File: config.mk
export PLATFORM = sky130hd
export DESIGN_NAME = ovmc_front
export DESIGN_NICKNAME = d
export VERILOG_FILES = /design/src/rtl/ovmc_pkg.sv /design/src/rtl/ovmc_front.sv
export SDC_FILE = /design/constraint.sdc
export NUM_CORES = 1
export LEC_CHECK = 0
export ABC_AREA = 0
export BUFFER_PORTS_ARGS = -buffer_cell sky130_fd_sc_hd__buf_2
export CORE_ASPECT_RATIO = 0.8
export CORE_MARGIN = 1.5
export CORE_UTILIZATION = 60
export DETAILED_ROUTE_END_ITERATION = 16
export GPL_ROUTABILITY_DRIVEN = 0
export GPL_TIMING_DRIVEN = 0
export PLACE_DENSITY = 0.89
export SLEW_MARGIN = 20
export SYNTH_ARGS = -nofsm -noshare
export SYNTH_HDL_FRONTEND = slang
export SYNTH_SLANG_ARGS = --single-unit
export TNS_END_PERCENT = 1
File: constraint.sdc
create_clock -name clk -period 10.87 [get_ports clk]
set_clock_uncertainty 0.1 [all_clocks]
set_input_delay 0.5435 -clock clk [delete_from_list [all_inputs] [get_ports clk]]
set_output_delay 0.5435 -clock clk [all_outputs]
set_load 0.005 [all_outputs]
File: src/rtl/ovmc_pkg.sv
// Shared types and constants of the overlay mask compositor.
package ovmc_pkg;

  // Field widths fixed by the item format
  localparam int COORD_W    = 11;  // holds any clipped coordinate up to 2047
  localparam int SPAN_W     = 13;  // signed span arithmetic before clipping
  localparam int PIX_W      = 8;
  localparam int CFG_IDX_W  = 3;
  localparam int CFG_DATA_W = 11;

  // Queue sizes
  localparam int CMDQ_DEPTH = 4;
  localparam int CMDQ_AW    = 2;
  localparam int OUTQ_DEPTH = 4;
  localparam int OUTQ_AW    = 2;

  // Input command codes
  localparam logic [1:0] CMD_CLEAR      = 2'd0;
  localparam logic [1:0] CMD_MARK_VIEW  = 2'd1;
  localparam logic [1:0] CMD_CLEAR_RECT = 2'd2;
  localparam logic [1:0] CMD_COMPOSITE  = 2'd3;

  // Configuration register indexes
  localparam logic [CFG_IDX_W-1:0] REG_SCALE_SHIFT = 3'd0;
  localparam logic [CFG_IDX_W-1:0] REG_VIEW_LEFT   = 3'd1;
  localparam logic [CFG_IDX_W-1:0] REG_VIEW_TOP    = 3'd2;
  localparam logic [CFG_IDX_W-1:0] REG_VIEW_WIDTH  = 3'd3;
  localparam logic [CFG_IDX_W-1:0] REG_VIEW_HEIGHT = 3'd4;

  // Configuration reset values and the reserved scale code
  localparam logic [1:0]  SCALE_SHIFT_RESET  = 2'd1;
  localparam logic [1:0]  SCALE_SHIFT_BAD    = 2'd3;
  localparam logic [10:0] VIEW_WIDTH_RESET   = 11'd640;
  localparam logic [9:0]  VIEW_HEIGHT_RESET  = 10'd400;

  // Operation carried from front to back
  typedef enum logic [1:0] {
    OP_CLEAR,
    OP_FILL,
    OP_COMPOSITE
  } op_t;

  // Classified item; composite uses x0/y0 as column/row and skip as off-screen
  typedef struct packed {
    op_t                op;
    logic               fill_bit;
    logic               skip;
    logic [COORD_W-1:0] x0;
    logic [COORD_W-1:0] x1;
    logic [COORD_W-1:0] y0;
    logic [COORD_W-1:0] y1;
    logic [PIX_W-1:0]   hires;
    logic [PIX_W-1:0]   classic;
  } entry_t;

  // Back-end sequencer states
  typedef enum logic [1:0] {
    ST_SWEEP,
    ST_IDLE,
    ST_FILL_RD,
    ST_FILL_WR
  } state_t;

endpackage

File: src/rtl/ovmc_front.sv
// Front end: configuration registers, item accept and classification with clipping.
module ovmc_front import ovmc_pkg::*; #(
  parameter int SCREEN_WIDTH  = 320,
  parameter int SCREEN_HEIGHT = 200
) (
  input  logic                         clk,
  input  logic                         rst,
  input  logic                         cfg_valid,
  output logic                         cfg_ready,
  input  logic [CFG_IDX_W-1:0]         cfg_index,
  input  logic [CFG_DATA_W-1:0]        cfg_data,
  input  logic                         push,
  input  logic                         stall,
  output logic                         full,
  input  logic [1:0]                   command,
  input  logic signed [10:0]           rect_x,
  input  logic signed [10:0]           rect_y,
  input  logic [9:0]                   rect_width,
  input  logic [9:0]                   rect_height,
  input  logic [10:0]                  pixel_x,
  input  logic [9:0]                   pixel_y,
  input  logic [PIX_W-1:0]             hires_pixel,
  input  logic [PIX_W-1:0]             classic_pixel,
  output logic                         enq,
  output entry_t                       entry
);

  localparam logic signed [SPAN_W-1:0] SW_S = SPAN_W'(SCREEN_WIDTH);
  localparam logic signed [SPAN_W-1:0] SH_S = SPAN_W'(SCREEN_HEIGHT);

  logic [1:0]  scale_shift;
  logic [10:0] view_left;
  logic [9:0]  view_top;
  logic [10:0] view_width;
  logic [9:0]  view_height;

  logic signed [SPAN_W-1:0] lo_x, hi_x, lo_y, hi_y;
  logic signed [SPAN_W-1:0] cx0, cx1, cy0, cy1;
  logic                     fill_empty;
  logic                     is_fill;
  logic [COORD_W-1:0]       px;
  logic [9:0]               py;
  logic                     on_screen;

  assign cfg_ready = 1'b1;

  // Write configuration; the reserved scale code leaves the register alone
  always_ff @(posedge clk) begin
    if (rst) begin
      scale_shift <= SCALE_SHIFT_RESET;
      view_left   <= '0;
      view_top    <= '0;
      view_width  <= VIEW_WIDTH_RESET;
      view_height <= VIEW_HEIGHT_RESET;
    end else if (cfg_valid) begin
      case (cfg_index)
        REG_SCALE_SHIFT: begin
          if (cfg_data[1:0] != SCALE_SHIFT_BAD) scale_shift <= cfg_data[1:0];
        end
        REG_VIEW_LEFT:   view_left   <= cfg_data;
        REG_VIEW_TOP:    view_top    <= cfg_data[9:0];
        REG_VIEW_WIDTH:  view_width  <= cfg_data;
        REG_VIEW_HEIGHT: view_height <= cfg_data[9:0];
        default: ;
      endcase
    end
  end

  // Form the unclipped rectangle: scaled view or signed overlay rectangle
  always_comb begin
    if (command == CMD_MARK_VIEW) begin
      lo_x = $signed({2'b00, 11'(view_left >> scale_shift)});
      hi_x = lo_x + $signed({2'b00, 11'(view_width >> scale_shift)});
      lo_y = $signed({3'b000, 10'(view_top >> scale_shift)});
      hi_y = lo_y + $signed({3'b000, 10'(view_height >> scale_shift)});
    end else begin
      lo_x = $signed({{2{rect_x[10]}}, rect_x});
      hi_x = lo_x + $signed({3'b000, rect_width});
      lo_y = $signed({{2{rect_y[10]}}, rect_y});
      hi_y = lo_y + $signed({3'b000, rect_height});
    end
  end

  // Clip to the screen and detect an empty result
  always_comb begin
    cx0 = (lo_x < 0) ? '0 : lo_x;
    cy0 = (lo_y < 0) ? '0 : lo_y;
    cx1 = (hi_x > SW_S) ? SW_S : hi_x;
    cy1 = (hi_y > SH_S) ? SH_S : hi_y;
    fill_empty = (cx1 <= cx0) || (cy1 <= cy0);
  end

  // Scale the composite position down to the classic grid
  always_comb begin
    px        = pixel_x >> scale_shift;
    py        = pixel_y >> scale_shift;
    on_screen = (px < COORD_W'(SCREEN_WIDTH)) && ({1'b0, py} < COORD_W'(SCREEN_HEIGHT));
  end

  // Build the queue entry
  always_comb begin
    entry          = '0;
    entry.hires    = hires_pixel;
    entry.classic  = classic_pixel;
    is_fill        = 1'b0;
    case (command)
      CMD_CLEAR: begin
        entry.op = OP_CLEAR;
      end
      CMD_MARK_VIEW, CMD_CLEAR_RECT: begin
        is_fill        = 1'b1;
        entry.op       = OP_FILL;
        entry.fill_bit = (command == CMD_MARK_VIEW);
        entry.x0       = cx0[COORD_W-1:0];
        entry.x1       = cx1[COORD_W-1:0];
        entry.y0       = cy0[COORD_W-1:0];
        entry.y1       = cy1[COORD_W-1:0];
      end
      default: begin
        entry.op   = OP_COMPOSITE;
        entry.skip = !on_screen;
        entry.x0   = on_screen ? px : '0;
        entry.y0   = on_screen ? {1'b0, py} : '0;
      end
    endcase
  end

  // Accept while the queue has room and the reset clearing pass is over; drop fills that clip to nothing
  assign full = stall;
  assign enq  = push && !stall && !(is_fill && fill_empty);

endmodule

==> out/summary.txt <==
post-route core utilization -> 71.0%
Leak Pwr -> 3.47 nW
DRC viols -> 0
synth warn -> 0
ys flop type -> dfxtp_1
Post-Syn Nets -> 1026
Simple-Gate Fraction of Synth Area -> 21.3%
Seq cells post-synth -> 44
adder-cell share of the synthesized area -> 13.4%
Clock transition at path regs -> 0.06 ns
PwrDens -> 83.7 mW/mm^2
status -> finished clean
Post-Layout Inst Area -> 0.00767 mm^2
Detailed Route Iter0 Violations -> 919
Final min period -> 7.56 ns
Via Count -> 7711
Crit Path Class -> reg -> out
CTS tree -> built
Worst Tran Pin Value -> 1.04 ns
RSZ-0062 raised after global routing -> no
TritonRoute pass-1 iters -> 6
Worst-Skew Late Latency -> 0.28 ns
Num CTS Buffers -> 5
Initial Utilization -> 61.0%
critical path startpoint category -> register
initial antenna violation count -> 0
worst min path class -> reg -> reg
CTS hold repair buffers -> 0
Layout fillers -> 891
Final Hold Vio Count -> 0
ranking of synthesized cells by area -> dfxtp_1 (13%), ha_1 (12%), mux4_2 (7.5%), a21oi_1 (7.3%), nand2_1 (6.9%)
cell area after synthesis -> 0.00659 mm^2
GRT overflow -> 0
Compound-Gate Fraction of Synth Area -> 30.3%
syn avg cell area -> 7.68 um^2
Yosys top cell area share -> 13.4%
vias in the first global route -> 6952
CP endpoint kind -> output pin
via density per instance -> 6.66
layout cells sized above 1 -> 24.3%
Multi-input gate area -> 0.00533 mm^2
Post-CTS Setup Bufs -> 0
CTS Buffer Depth -> 2
post-synthesis sequential area ratio -> 13.4%
Final setup viols -> 0
Core Area -> 0.0108 mm^2
die area -> 0.0116 mm^2
IO Port Bufs -> 147
final wirelength -> 22300 um
CTS resizes -> 0
nets -> 1180
# placed instances -> 1149
Post-synth EDFFs -> 0
number of max-slew violations in the final report -> 0
Max IR drop VDD -> 0.0000704 V
largest family of logic cells by synthesized area -> compound AO/OA/AOI/OAI gates
Root Buffer -> clkbuf_16
max cap viols -> 0
GRT Total Usage -> 37.0%
Critical Path Fanout Max -> 10
DR WL/cell -> 19.3 um
P&R area growth vs syn -> 16.4%
number of I/O pins -> 167
WHS -> 0.358 ns
Setup TNS Final -> 0 ns
row count -> 34
Die Y -> 96.7 um
cell taking the most area after synthesis -> dfxtp_1
die width -> 120 um
distinct cell type count after synthesis -> 75
first-pass GRT wire length -> 34500 um
f_max -> 132 MHz
diodes inserted -> 0
XOR/XNOR Fraction of Synth Area -> 1.20%
H-tree depth -> 2
Non-Filler Instances -> 1157
CP Data Arrival Time -> 6.92 ns
Slew headroom -> 30.5%
Sink Count -> 44
largest net degree at the start of global routing -> 14
CP Data Required Time -> 10.23 ns
Reg area -> 881 um^2
area post-placement -> 0.00751 mm^2
Post-Syn Instances -> 858
fin crit share -> 69.6%
Detail Route Antenna Nets -> 0
post-synthesis mux area share -> 14.5%
DP Wirelength -> 17800 um
asr flop ratio synth -> 0%
==> power by group <==
group	switching, mW	internal, mW
Sequential	0.00425	0.165
Clock	0.0619	0.108
Combinational	0.175	0.128
Total	0.241	0.401
==> registers in the layout, summed over array words and instances (netlist names) <==
register / count
scale_shift: 2
view_top: 10
view_height: 10
view_width: 11
view_left: 11
==> Yosys cell counts (all sizes together), types with 11 or more instances <==
library cell / number
inv: 13
and3: 11
mux2i: 30
nor2: 54
a21oi: 96
mux2: 14
buf: 40
dfxtp: 44
o21ai: 54
mux4: 22
ha: 64
nand3: 14
nand2b: 12
a21o: 13
clkbuf: 24
o22ai: 14
nand2: 122
nor2b: 25
nor3: 13
a22oi: 16
a211oi: 35
==> layer usage <==
| layer | vias to the layer above | wire, um | GRT usage [%] |
|---|---|---|---|
| met2 | 512 | 10100 | 60.7 |
| li1 | 3548 | - | - |
| met3 | 107 | 2340 | 4.89 |
| met1 | 3544 | 8810 | 49.9 |
| met4 | 0 | 1040 | 13.5 |
| met5 | - | 0 | 0 |
==> cell usage in the layout, fill, tap and decap left out, types with 6 or more instances in the layout <==
master      n
and3_1     11
a31oi_1     6
ha_1       64
nor2b_1    25
o22ai_1    14
mux2i_1    30
nand2b_1   12
nand2_1   122
a211oi_1   29
a22oi_1    16
a21o_1     13
xnor2_1     6
a21oi_1    96
nor3_1     13
o21ai_0    49
nand3_1    14
clkbuf_1   25
o21bai_1    7
buf_4      20
mux4_2     22
dfxtp_1    44
buf_1       6
mux2_2     14
nand3b_1    7
inv_1      13
buf_2     161
nor2_1     54
o21a_1      6
==> path summary, 6_finish.rpt <==
check                                                 start                          end  slack (ns)  cells past startpoint
worst max register to register  scale_shift[1]$_SDFFE_PP0P_  scale_shift[1]$_SDFFE_PP0P_        8.22                      7
worst max-delay path            scale_shift[1]$_SDFFE_PP0P_                          enq        3.31                     23
worst min register to register     view_top[0]$_SDFFE_PP0P_     view_top[0]$_SDFFE_PP0P_        0.36                      2
worst min-delay path               view_top[0]$_SDFFE_PP0P_     view_top[0]$_SDFFE_PP0P_        0.36                      2
==> per-stage QoR <==
step / total power [mW] / worst slack (ns)
2_1_floorplan: 0.373 / 4.78
3_3_place_gp: 0.456 / 3.93
3_5_place_dp: 0.463 / 3.79
4_1_cts: 0.630 / 3.48
5_1_grt: 0.673 / 3.02
6_report: 0.642 / 3.31
==> logic make-up (layout without fill, tap and decap cells) <==
family	count (synthesis)	after routing
DFF	44	44
and+or+nand+nor	292	292
muxes	66	66
xor gates and xnor gates	9	9
adders and majority gates	68	68
AOI/OAI and AO/OA	299	299
other	2	2
buffers and inverters	78	233
==> critical path: stages (launching register included) <==
cell and delay (ns):
dfxtp_1 0.35, clkbuf_1 0.33, buf_2 0.33, buf_1 0.44, clkbuf_1 0.57, mux4_2 0.41, ha_1 0.24, fa_1 0.43
a211oi_1 0.42, o211ai_1 0.22, a311o_1 0.35, o211a_1 0.14, a211oi_1 0.41, o221ai_2 0.29, a21oi_1 0.22, ha_1 0.26
nor2b_1 0.13, o21ai_0 0.14, nand2b_1 0.07, a21oi_1 0.19, o21ai_0 0.11, a221oi_1 0.29, o41ai_1 0.11, buf_2 0.17
==> area by class of cell <==
cell class | instances | area share, %
plain buffers | 64 | 4.34
clock buffers | 6 | 1.68
clock inverters | 2 | 0.457
inverters | 14 | 0.685
multi-input cells | 736 | 69.4
flip-flops and latches | 44 | 11.5
well taps | 144 | 2.35
repair buffers | 147 | 9.59
Note: power is estimated with default switching activity, not from simulation.
