$ cat src/rtl/ovmc_pkg.sv
// Shared types and constants of the overlay mask compositor.
package ovmc_pkg;

  // Field widths fixed by the item format
  localparam int COORD_W    = 11;  // holds any clipped coordinate up to 2047
  localparam int SPAN_W     = 13;  // signed span arithmetic before clipping
  localparam int PIX_W      = 8;
  localparam int CFG_IDX_W  = 3;
  localparam int CFG_DATA_W = 11;

  // Queue sizes
  localparam int CMDQ_DEPTH = 4;
  localparam int CMDQ_AW    = 2;
  localparam int OUTQ_DEPTH = 4;
  localparam int OUTQ_AW    = 2;

  // Input command codes
  localparam logic [1:0] CMD_CLEAR      = 2'd0;
  localparam logic [1:0] CMD_MARK_VIEW  = 2'd1;
  localparam logic [1:0] CMD_CLEAR_RECT = 2'd2;
  localparam logic [1:0] CMD_COMPOSITE  = 2'd3;

  // Configuration register indexes
  localparam logic [CFG_IDX_W-1:0] REG_SCALE_SHIFT = 3'd0;
  localparam logic [CFG_IDX_W-1:0] REG_VIEW_LEFT   = 3'd1;
  localparam logic [CFG_IDX_W-1:0] REG_VIEW_TOP    = 3'd2;
  localparam logic [CFG_IDX_W-1:0] REG_VIEW_WIDTH  = 3'd3;
  localparam logic [CFG_IDX_W-1:0] REG_VIEW_HEIGHT = 3'd4;

  // Configuration reset values and the reserved scale code
  localparam logic [1:0]  SCALE_SHIFT_RESET  = 2'd1;
  localparam logic [1:0]  SCALE_SHIFT_BAD    = 2'd3;
  localparam logic [10:0] VIEW_WIDTH_RESET   = 11'd640;
  localparam logic [9:0]  VIEW_HEIGHT_RESET  = 10'd400;

  // Operation carried from front to back
  typedef enum logic [1:0] {
    OP_CLEAR,
    OP_FILL,
    OP_COMPOSITE
  } op_t;

  // Classified item; composite uses x0/y0 as column/row and skip as off-screen
  typedef struct packed {
    op_t                op;
    logic               fill_bit;
    logic               skip;
    logic [COORD_W-1:0] x0;
    logic [COORD_W-1:0] x1;
    logic [COORD_W-1:0] y0;
    logic [COORD_W-1:0] y1;
    logic [PIX_W-1:0]   hires;
    logic [PIX_W-1:0]   classic;
  } entry_t;

  // Back-end sequencer states
  typedef enum logic [1:0] {
    ST_SWEEP,
    ST_IDLE,
    ST_FILL_RD,
    ST_FILL_WR
  } state_t;

endpackage

$ cat src/rtl/ovmc_cmd_fifo.sv
// Short command queue between the front end and the back end.
module ovmc_cmd_fifo import ovmc_pkg::*; (
  input  logic   clk,
  input  logic   rst,
  input  logic   wr_en,
  input  entry_t wr_data,
  output logic   q_full,
  input  logic   rd_en,
  output entry_t rd_data,
  output logic   q_valid
);

  entry_t             slots [CMDQ_DEPTH];
  logic [CMDQ_AW-1:0] wp;
  logic [CMDQ_AW-1:0] rp;
  logic [CMDQ_AW:0]   count;

  assign q_full  = (count == (CMDQ_AW+1)'(CMDQ_DEPTH));
  assign q_valid = (count != '0);
  assign rd_data = slots[rp];

  // Store payload
  always_ff @(posedge clk) begin
    if (wr_en) slots[wp] <= wr_data;
  end

  // Advance pointers and occupancy
  always_ff @(posedge clk) begin
    if (rst) begin
      wp    <= '0;
      rp    <= '0;
      count <= '0;
    end else begin
      if (wr_en) wp <= wp + 1'b1;
      if (rd_en) rp <= rp + 1'b1;
      case ({wr_en, rd_en})
        2'b10:   count <= count + 1'b1;
        2'b01:   count <= count - 1'b1;
        default: count <= count;
      endcase
    end
  end

endmodule

$ cat config.mk
export PLATFORM = sky130hd
export DESIGN_NAME = ovmc_cmd_fifo
export DESIGN_NICKNAME = d
export VERILOG_FILES = /design/src/rtl/ovmc_pkg.sv /design/src/rtl/ovmc_cmd_fifo.sv
export SDC_FILE = /design/constraint.sdc
export NUM_CORES = 1
export LEC_CHECK = 0
export ABC_CLOCK_PERIOD_IN_PS = 5100
export BUFFER_PORTS_ARGS = -buffer_cell sky130_fd_sc_hd__buf_2
export CORE_UTILIZATION = 30
export CTS_BUF_LIST = sky130_fd_sc_hd__clkbuf_4
export CTS_CLUSTER_SIZE = 40
export DETAILED_ROUTE_END_ITERATION = 16
export PLACE_DENSITY = 0.43
export SLEW_MARGIN = 10
export SYNTH_ARGS = -nofsm -noshare
export SYNTH_HDL_FRONTEND = slang
export SYNTH_SLANG_ARGS = --single-unit
$ cat constraint.sdc
create_clock -name clk -period 5.1 [get_ports clk]
set_clock_uncertainty 0.2 [all_clocks]
set_input_delay 0.255 -clock clk [delete_from_list [all_inputs] [get_ports clk]]
set_output_delay 0.255 -clock clk [all_outputs]
set_load 0.01 [all_outputs]
==> flow_metrics.tcl, run 1 <==
set metrics [dict create \
    vias 4877 \
    hold_viol_final 0 \
    initial_utilization 0.307 \
    drt-total-wl_um 19500 \
    ys_seq_elements 265 \
    ctsHtreeMaxLevel 3 \
    grt_pass1_vias 5456 \
    startpoint_type "flop" \
    p_per_area_nw_per_um2 393 \
    avgSynthCellArea_um2 25.6 \
    place_area_um2 10800 \
    rsz0062_at_grt "no" \
    synth_area_um2 9750 \
    grt.total_usage 0.121 \
    static-leakage-power_nw 4.28 \
    syn_nets 455 \
    vdd_drop_max_mv 0.217 \
    rr_startpoint "count[0]$_SDFFE_PP0P_" \
    cap_violations 0 \
    design_area_um2 12400 \
    setup_viol 0 \
    ys_types 22 \
    die_w_um 182 \
    drive_above_1_share 0.446 \
    cts_tree "built" \
    overflow 0 \
    clk_latency_ns 0.65 \
    numCtsBuffers 74 \
    cp_max_fo 27 \
    grt_pass1_wl_um 30100 \
    port_buffers 133 \
    worst_pin_slew_ns 1.09 \
    drtIter0Drc 198 \
    cts-root-buf "clkbuf_4" \
    clock_sinks 265 \
    seq_area_frac_synth 0.807 \
    firstDrtPassIters 6 \
    reg2reg_depth 6 \
    final_cell_mix "edfxtp_1 (256), buf_2 (133), clkbuf_4 (100), dlygate4sd3_1 (70), mux4_2 (60)" \
    status "completed" \
    clock.fmax_mhz 328 \
    critPathKind "reg -> out" \
    synth-warning-count 0 \
    drc_errors 0 \
    hpwl_um 10100 \
    pin_count 134 \
    cts_buffer_depth 3 \
    area_growth_pct 27.0 \
    slew_headroom 0.273 \
    place.gp.congestion 0.632 \
    end_kind "primary output" \
    grt_max_degree 65 \
    antenna_found_initial 1 \
    syn_inst 381 \
    period_minus_slack_ns 3.04 \
    placementRows 65 \
    crit_end "rd_data[30]" \
    rrSetupSlack_ns 2.71 \
    cts.clk_slew.worst_paths_ns 0.07 \
    worstPathArrival_ns 2.59 \
    tns_ns 0 \
    fp.dieH_um 182 \
    nNetsFinal 721 \
    min_period_over_period 0.597 \
    core_area_um2 31700 \
    drv_slew 0 \
    total_power_w 0.00486 \
    ant_nets 0 \
    viasPerCell 4.46 \
    drt-wirelength-per-cell_um 17.9 \
    die-area_um2 33200 \
    min_path_type "in -> reg" \
    crit_required_ns 4.64 \
    post_cts_resized 0 \
    final_common_cell "edfxtp_1" \
    timing.rr.end "count[2]$_SDFFE_PP0P_" \
]
## power breakdown
group / switching (W) / internal, W
sequential: 0.0000554 / 0.00250
clock: 0.000827 / 0.00100
combinational: 0.000232 / 0.000240
total: 0.00111 / 0.00375
## stage by stage
step	setup WS, ns	hold slack (ns)	instances	util
floorplan	2.42	0.154	381	-
global route	1.79	0.0915	1094	0.390
detailed placement	2.58	0.272	903	0.340
global placement	2.59	0.264	903	0.340
finish	2.06	0.148	1094	0.390
CTS	1.86	0.0479	1093	0.390
## worst max-delay path, stage by stage, from the launching register on
cell and delay (ns):
dfxtp_4 0.71, buf_4 0.52, mux4_2 0.57, buf_2 0.16
## Yosys cell counts
| cell type | number | area [um^2] |
|---|---|---|
| a21oi_1 | 2 | 10.0 |
| and2_1 | 4 | 25.0 |
| and3_1 | 1 | 6.26 |
| buf_12 | 6 | 120 |
| buf_2 | 6 | 30.0 |
| buf_6 | 1 | 11.3 |
| clkbuf_1 | 1 | 3.75 |
| clkbuf_2 | 1 | 5.00 |
| dfxtp_1 | 9 | 180 |
| edfxtp_1 | 256 | 7690 |
| fa_1 | 1 | 20.0 |
| ha_1 | 5 | 62.6 |
| inv_1 | 6 | 22.5 |
| mux2i_1 | 1 | 10.0 |
| mux4_1 | 4 | 105 |
| mux4_2 | 60 | 1350 |
| nand2_1 | 1 | 3.75 |
| nor2_1 | 8 | 30.0 |
| o21ai_0 | 1 | 5.00 |
| or3_1 | 2 | 12.5 |
| xnor2_1 | 2 | 17.5 |
| xor2_1 | 3 | 26.3 |
## state kept, by name, summed over array words and instances (netlist names), named ones only
name	cells
slots	256
count	3
rp	2
wp	2
## cells by family after synthesis
logic type,share of synthesized area
AOI/OAI and AO/OA,0.00154
xor gates and xnor gates,0.00449
adders and majority gates,0.00847
buffers and inverters,0.0198
DFF,0.807
muxes,0.150
and+or+nand+nor,0.00796
## layout make-up
class                           count  area, um^2
Tap cell                          402         503
Fill cell                        2963       19300
Antenna cell                        1        2.50
Clock inverter                     20         144
Clock buffer                      100         751
Inverter                            6        22.5
Multi-Input combinational cell     95        1700
Timing Repair Buffer              205        1380
Sequential cell                   265        7880
## worst min path at each step
stage | from | slack, ns | endpoint | cells past startpoint
global placement | wr_data[4] | 0.26 | slots[0][4]$_DFFE_PP_ | 1
detailed placement | wr_data[25] | 0.27 | slots[3][25]$_DFFE_PP_ | 1
floorplan | wr_data[0] | 0.15 | slots[0][0]$_DFFE_PP_ | 0
finish | wr_data[37] | 0.15 | slots[2][37]$_DFFE_PP_ | 2
CTS | wr_data[37] | 0.05 | slots[2][37]$_DFFE_PP_ | 2
global route | wr_data[30] | 0.09 | slots[3][30]$_DFFE_PP_ | 2
## layer usage
layer	routed length [um]	share of wire	vias to the layer above	GRT usage
met1	8120	0.42	2490	0.142
met2	9930	0.51	143	0.208
li1	-	-	2199	-
met3	933	0.048	45	0.0329
met4	564	0.029	0	0.0571
met5	0	0	-	0
## timing repair
item / 4_1_cts / 5_1_grt
endpoints found under the hold margin: 265 / 0
setup buffers: 0 / 0
hold buffers: 70 / 0
(Power assumes the default switching activity.)
==> inputs of run 2 (changes only) <==
ABC_CLOCK_PERIOD_IN_PS = 2500   (was 5100)
PLACE_DENSITY = 0.45   (was 0.43)
clock period = 2.5 ns   (was 5.1 ns; I/O delays follow)
==> run 2 against run 1 <==
Against the previous run:
- global-route usage increased by 0.74 points
- sequential cell count unchanged
- final cell count grew 6.3%
- clock power increased by 97%
- power up 100%
- critical path type unchanged
- highest routed layer unchanged
==> flow_metrics.tcl, run 2 (synthesis gave the netlist of run 1 again) <==
set metrics [dict create \
    pin_count 134 \
    worstHoldPathCells 2 \
    layout.cells.non_filler 1163 \
    dp.cells 914 \
    grt.total_usage 0.129 \
    largest_reg_flops 256 \
    worst_pin_slew_ns 0.539 \
    place.gp.congestion 0.664 \
    clkPwrFrac 0.364 \
    numCtsBuffers 72 \
    vias 5096 \
    rr_startpoint "count[1]$_SDFFE_PP0P_" \
    place_area_um2 10900 \
    pwr-share-comb 0.114 \
    min_to "slots[0][43]$_DFFE_PP_" \
    drive_above_1_share 0.424 \
    min_period_over_period 0.949 \
    static-leakage-power_nw 4.61 \
    min_from "wr_data[43]" \
    area_growth_pct 34.6 \
    viasPerCell 4.38 \
    cts-root-buf "clkbuf_4" \
    period_minus_slack_ns 2.37 \
    p_per_area_nw_per_um2 754 \
    worstPathArrival_ns 2.05 \
    setup_viol 0 \
    antenna_found_initial 2 \
    hold_viol_final 0 \
    cap_violations 0 \
    startpoint_type "flop" \
    pwr-share-seq 0.522 \
    reg2reg_depth 6 \
    drt-wirelength-per-cell_um 17.5 \
    final_cell_mix "edfxtp_1 (256), buf_2 (130), dlygate4sd3_1 (125), clkbuf_4 (101), mux4_2 (60)" \
    grt_max_degree 34 \
    ctsHtreeMaxLevel 3 \
    die_w_um 182 \
    initial_utilization 0.307 \
    swShare 0.228 \
    min_path_type "in -> reg" \
    p_switching_w 0.00225 \
    fp.dieH_um 182 \
    slew_headroom 0.640 \
    overflow 0 \
    clock.fmax_mhz 422 \
    ant_nets 0 \
    cp_max_fo 13 \
    firstDrtPassIters 4 \
    clock_sinks 265 \
    status "completed" \
    core_area_um2 31700 \
    hpwl_um 11600 \
    design_area_um2 13100 \
    cts_tree "built" \
    cts_buffer_depth 3 \
    vdd_drop_max_mv 0.383 \
    timing.rr.end "count[2]$_SDFFE_PP0P_" \
    clk_latency_ns 0.65 \
    grt_pass1_wl_um 32000 \
    rsz0062_at_grt "yes" \
    port_buffers 133 \
    internal_power_w 0.00764 \
    regMostFlops "slots" \
    end_kind "primary output" \
    nNetsFinal 788 \
    placementRows 65 \
    cts.clk_slew.worst_paths_ns 0.06 \
    drv_slew 0 \
    drtIter0Drc 211 \
    die-area_um2 33200 \
    grt_pass1_vias 5882 \
    rrSetupSlack_ns 0.17 \
    drc_errors 0 \
    final_common_cell "edfxtp_1" \
    critPathKind "reg -> out" \
    top_regs "slots (256), count (3)" \
    crit_required_ns 2.17 \
    drt-total-wl_um 20400 \
]
run 2: critical path, cell delays in order, from the launching register on:
cell and delay [ns]:
dfxtp_4 0.42, buf_6 0.25, mux4_2 0.55, buf_2 0.16
run 2: stage by stage:
step,utilization,setup TNS (ns),power [W],hold slack (ns),setup WS [ns]
2_1_floorplan,-,0,0.00582,0.0239,0.520
3_3_place_gp,0.345,0,0.00622,0.132,0.525
3_5_place_dp,0.345,0,0.00624,0.141,0.510
4_1_cts,0.412,0,0.0101,0.00142,0.0198
5_1_grt,0.413,-0.0166,0.0105,0.0196,-0.0100
6_report,0.413,0,0.00989,0.0537,0.128
run 2: area by class of cell:
type / instances / area (um^2)
Fill cell: 2888 / 18600
Sequential cell: 265 / 7880
Timing Repair Buffer: 274 / 2160
Multi-Input combinational cell: 95 / 1700
Clock buffer: 101 / 758
Tap cell: 402 / 503
Clock inverter: 18 / 96.3
Inverter: 6 / 22.5
Antenna cell: 2 / 5.00
run 2: power by group through the flow:
stage / Sequential [W] / Clock, W / Combinational [W]
2_1_floorplan: 0.00523 / 0 / 0.000597
3_3_place_gp: 0.00526 / 0 / 0.000960
3_5_place_dp: 0.00527 / 0 / 0.000973
4_1_cts: 0.00516 / 0.00378 / 0.00116
5_1_grt: 0.00517 / 0.00404 / 0.00124
6_report: 0.00516 / 0.00360 / 0.00113
run 2: timing repair:
item                                    in CTS  in global routing
hold endpoints to repair                   358                  0
endpoints found under the setup margin      59                  4
setup buffers                                3                  0
gates resized for setup                      1                  4
hold buffers                               125                  0
run 2: per-layer routing:
layer  share of wire  vias to the layer above  global-route usage
met5               0                        -                   0
met2            0.52                      160               0.224
li1                -                     2331                   -
met3           0.069                       35              0.0447
met4           0.021                        0              0.0571
met1            0.39                     2570               0.142
run 2: worst max-delay path by stage:
| stage | end | slack, ns |
|---|---|---|
| 6_report | rd_data[60] | 0.13 |
| 2_1_floorplan | slots[2][0]$_DFFE_PP_ | 0.52 |
| 3_3_place_gp | rd_data[50] | 0.53 |
| 3_5_place_dp | rd_data[60] | 0.51 |
| 4_1_cts | rd_data[13] | 0.02 |
| 5_1_grt | rd_data[30] | -0.01 |
==> inputs of run 3 (changes only) <==
CORE_ASPECT_RATIO = 1.2   (was unset)
==> run 3 against run 2 <==
Against the previous run:
- the flow now finishes with violations (design-rule violations)
- combinational power is 7% higher
- sequential power hardly changed
- wire length is 5.2% higher
- critical path type unchanged
==> flow_metrics.tcl, run 3 (synthesis gave the netlist of run 1 again) <==
set metrics [dict create \
    status "finished with violations" \
    violations "design-rule violations" \
    min_period_over_period 0.950 \
    drc_errors 5 \
    area_growth_pct 36.0 \
    internal_power_w 0.00749 \
    seqCellArea_um2 7880 \
    clock.fmax_mhz 421 \
    swShare 0.234 \
    cp_max_fo 9 \
    port_buffers 133 \
    crit_required_ns 2.17 \
    cp.depth 4 \
    drive_above_1_share 0.419 \
    initial_utilization 0.308 \
    cts-root-buf "clkbuf_4" \
    fin_hold_ws_ns 0.0786 \
    p_per_area_nw_per_um2 739 \
    die_w_um 167 \
    critPathKind "reg -> out" \
    rrSetupSlack_ns 0.68 \
    crit_end "rd_data[61]" \
    cp_slowest_cell "mux4_2" \
    ant_nets 0 \
    clk_latency_ns 0.67 \
    numCtsBuffers 71 \
    timing.rr.end "slots[2][22]$_DFFE_PP_" \
    cts_tree "built" \
    hpwl_um 11300 \
    slew_headroom 0.706 \
    crit_family "multiplexers" \
    drt-wirelength-per-cell_um 18.3 \
    drv_slew 0 \
    die-area_um2 33200 \
    final_cell_mix "edfxtp_1 (256), dlygate4sd3_1 (131), buf_2 (131), clkbuf_4 (95), mux4_2 (61)" \
    end_kind "primary output" \
    worst_pin_slew_ns 0.441 \
    drt-total-wl_um 21400 \
    ctsHtreeMaxLevel 3 \
    cap_violations 0 \
    fp.dieH_um 199 \
    hold_viol_final 0 \
    multi_input_area_um2 1690 \
    core_area_um2 31600 \
    vias 5216 \
    setup_viol 0 \
    cp_cell_sequence "buf_4, buf_16, mux4_2, buf_6" \
    rr_startpoint "wp[0]$_SDFFE_PP0P_" \
    viasPerCell 4.44 \
    firstDrtPassIters 10 \
    total_power_w 0.00979 \
    cp_num_buf_inv 3 \
    largest_reg_flops 256 \
    regMostFlops "slots" \
    setup_ws_ns 0.124 \
    top_regs "slots (256), count (3)" \
    antenna_found_initial 3 \
    pwr-share-seq 0.526 \
    grt_pass1_vias 5808 \
    p_switching_w 0.00230 \
    grt_max_degree 65 \
    period_minus_slack_ns 2.38 \
    startpoint_type "flop" \
    overflow 0 \
    drtIter0Drc 207 \
    pin_count 134 \
    final_common_cell "edfxtp_1" \
    cts_buffer_depth 3 \
    clock_sinks 265 \
    min_path_type "in -> reg" \
    reg2reg_depth 4 \
    pwr-share-comb 0.123 \
    grt_pass1_wl_um 31200 \
    vdd_drop_max_mv 0.245 \
    worstPathArrival_ns 2.05 \
    grt.total_usage 0.127 \
    fill_cells 2878 \
    clkPwrFrac 0.350 \
    static-leakage-power_nw 4.66 \
    nNetsFinal 797 \
    placementRows 71 \
    fin_util 0.419 \
    max_stage_delay_ns 0.55 \
    place.gp.congestion 0.651 \
    pre_cts_ws_ns 0.651 \
    cts.clk_slew.worst_paths_ns 0.06 \
]
[run 3: changes by cell type in the layout (fill, tap and decap cells not counted), moves of 2 or more]
cell and change:
buf_4 -2, clkbuf_16 +4, clkbuf_4 -6, clkinv_1 +6
clkinv_2 +2, dlygate4sd3_1 +6
[run 3: area by class of cell]
class / count / share of cell area
flip-flops and latches: 265 / 0.594
repair buffers: 284 / 0.176
multi-input cells: 95 / 0.128
clock buffers: 95 / 0.0538
well taps: 401 / 0.0379
clock inverters: 26 / 0.00774
inverters: 6 / 0.00170
diodes: 3 / 0.000567
[run 3: what timing repair did]
| item | in CTS | in global routing |
|---|---|---|
| gates resized for setup | 4 | 2 |
| setup endpoints to repair | 10 | 37 |
| hold buffers | 130 | 1 |
| buffers inserted | 0 | 2 |
| cloned | 0 | 6 |
| endpoints found under the hold margin | 385 | 4 |
[run 3: how the worst min path moves through the flow]
stage                 from                      to  slack (ns)  depth (start not counted)
2_1_floorplan   wr_data[0]   slots[0][0]$_DFFE_PP_        0.02                          0
6_report       wr_data[21]  slots[3][21]$_DFFE_PP_        0.08                          2
5_1_grt        wr_data[36]  slots[1][36]$_DFFE_PP_        0.01                          2
4_1_cts        wr_data[21]  slots[3][21]$_DFFE_PP_      0.0002                          2
3_5_place_dp   wr_data[39]  slots[0][39]$_DFFE_PP_        0.14                          1
3_3_place_gp   wr_data[47]  slots[3][47]$_DFFE_PP_        0.13                          1
[run 3: per-stage QoR]
step           cell area [um^2]  instances  setup TNS [ns]
5_1_grt                   13300       1175        -0.00113
6_report                  13300       1175               0
3_3_place_gp              10900        912               0
4_1_cts                   13100       1163         -0.0217
2_1_floorplan              9750        381               0
3_5_place_dp              10900        912               0
[run 3: per-layer routing]
layer	wire (um)	GRT usage	share of wire	vias up
met5	12	0	0.00056	-
met4	385	0.0604	0.018	2
met3	1150	0.0402	0.054	34
met2	11300	0.229	0.52	140
met1	8640	0.137	0.40	2678
li1	-	-	-	2362
[run 3: power by group through the flow]
stage	registers [W]	clock network, W	logic (W)
6_report	0.00515	0.00343	0.00121
5_1_grt	0.00517	0.00383	0.00131
4_1_cts	0.00516	0.00360	0.00117
3_5_place_dp	0.00525	0	0.000993
3_3_place_gp	0.00524	0	0.000974
2_1_floorplan	0.00523	0	0.000597
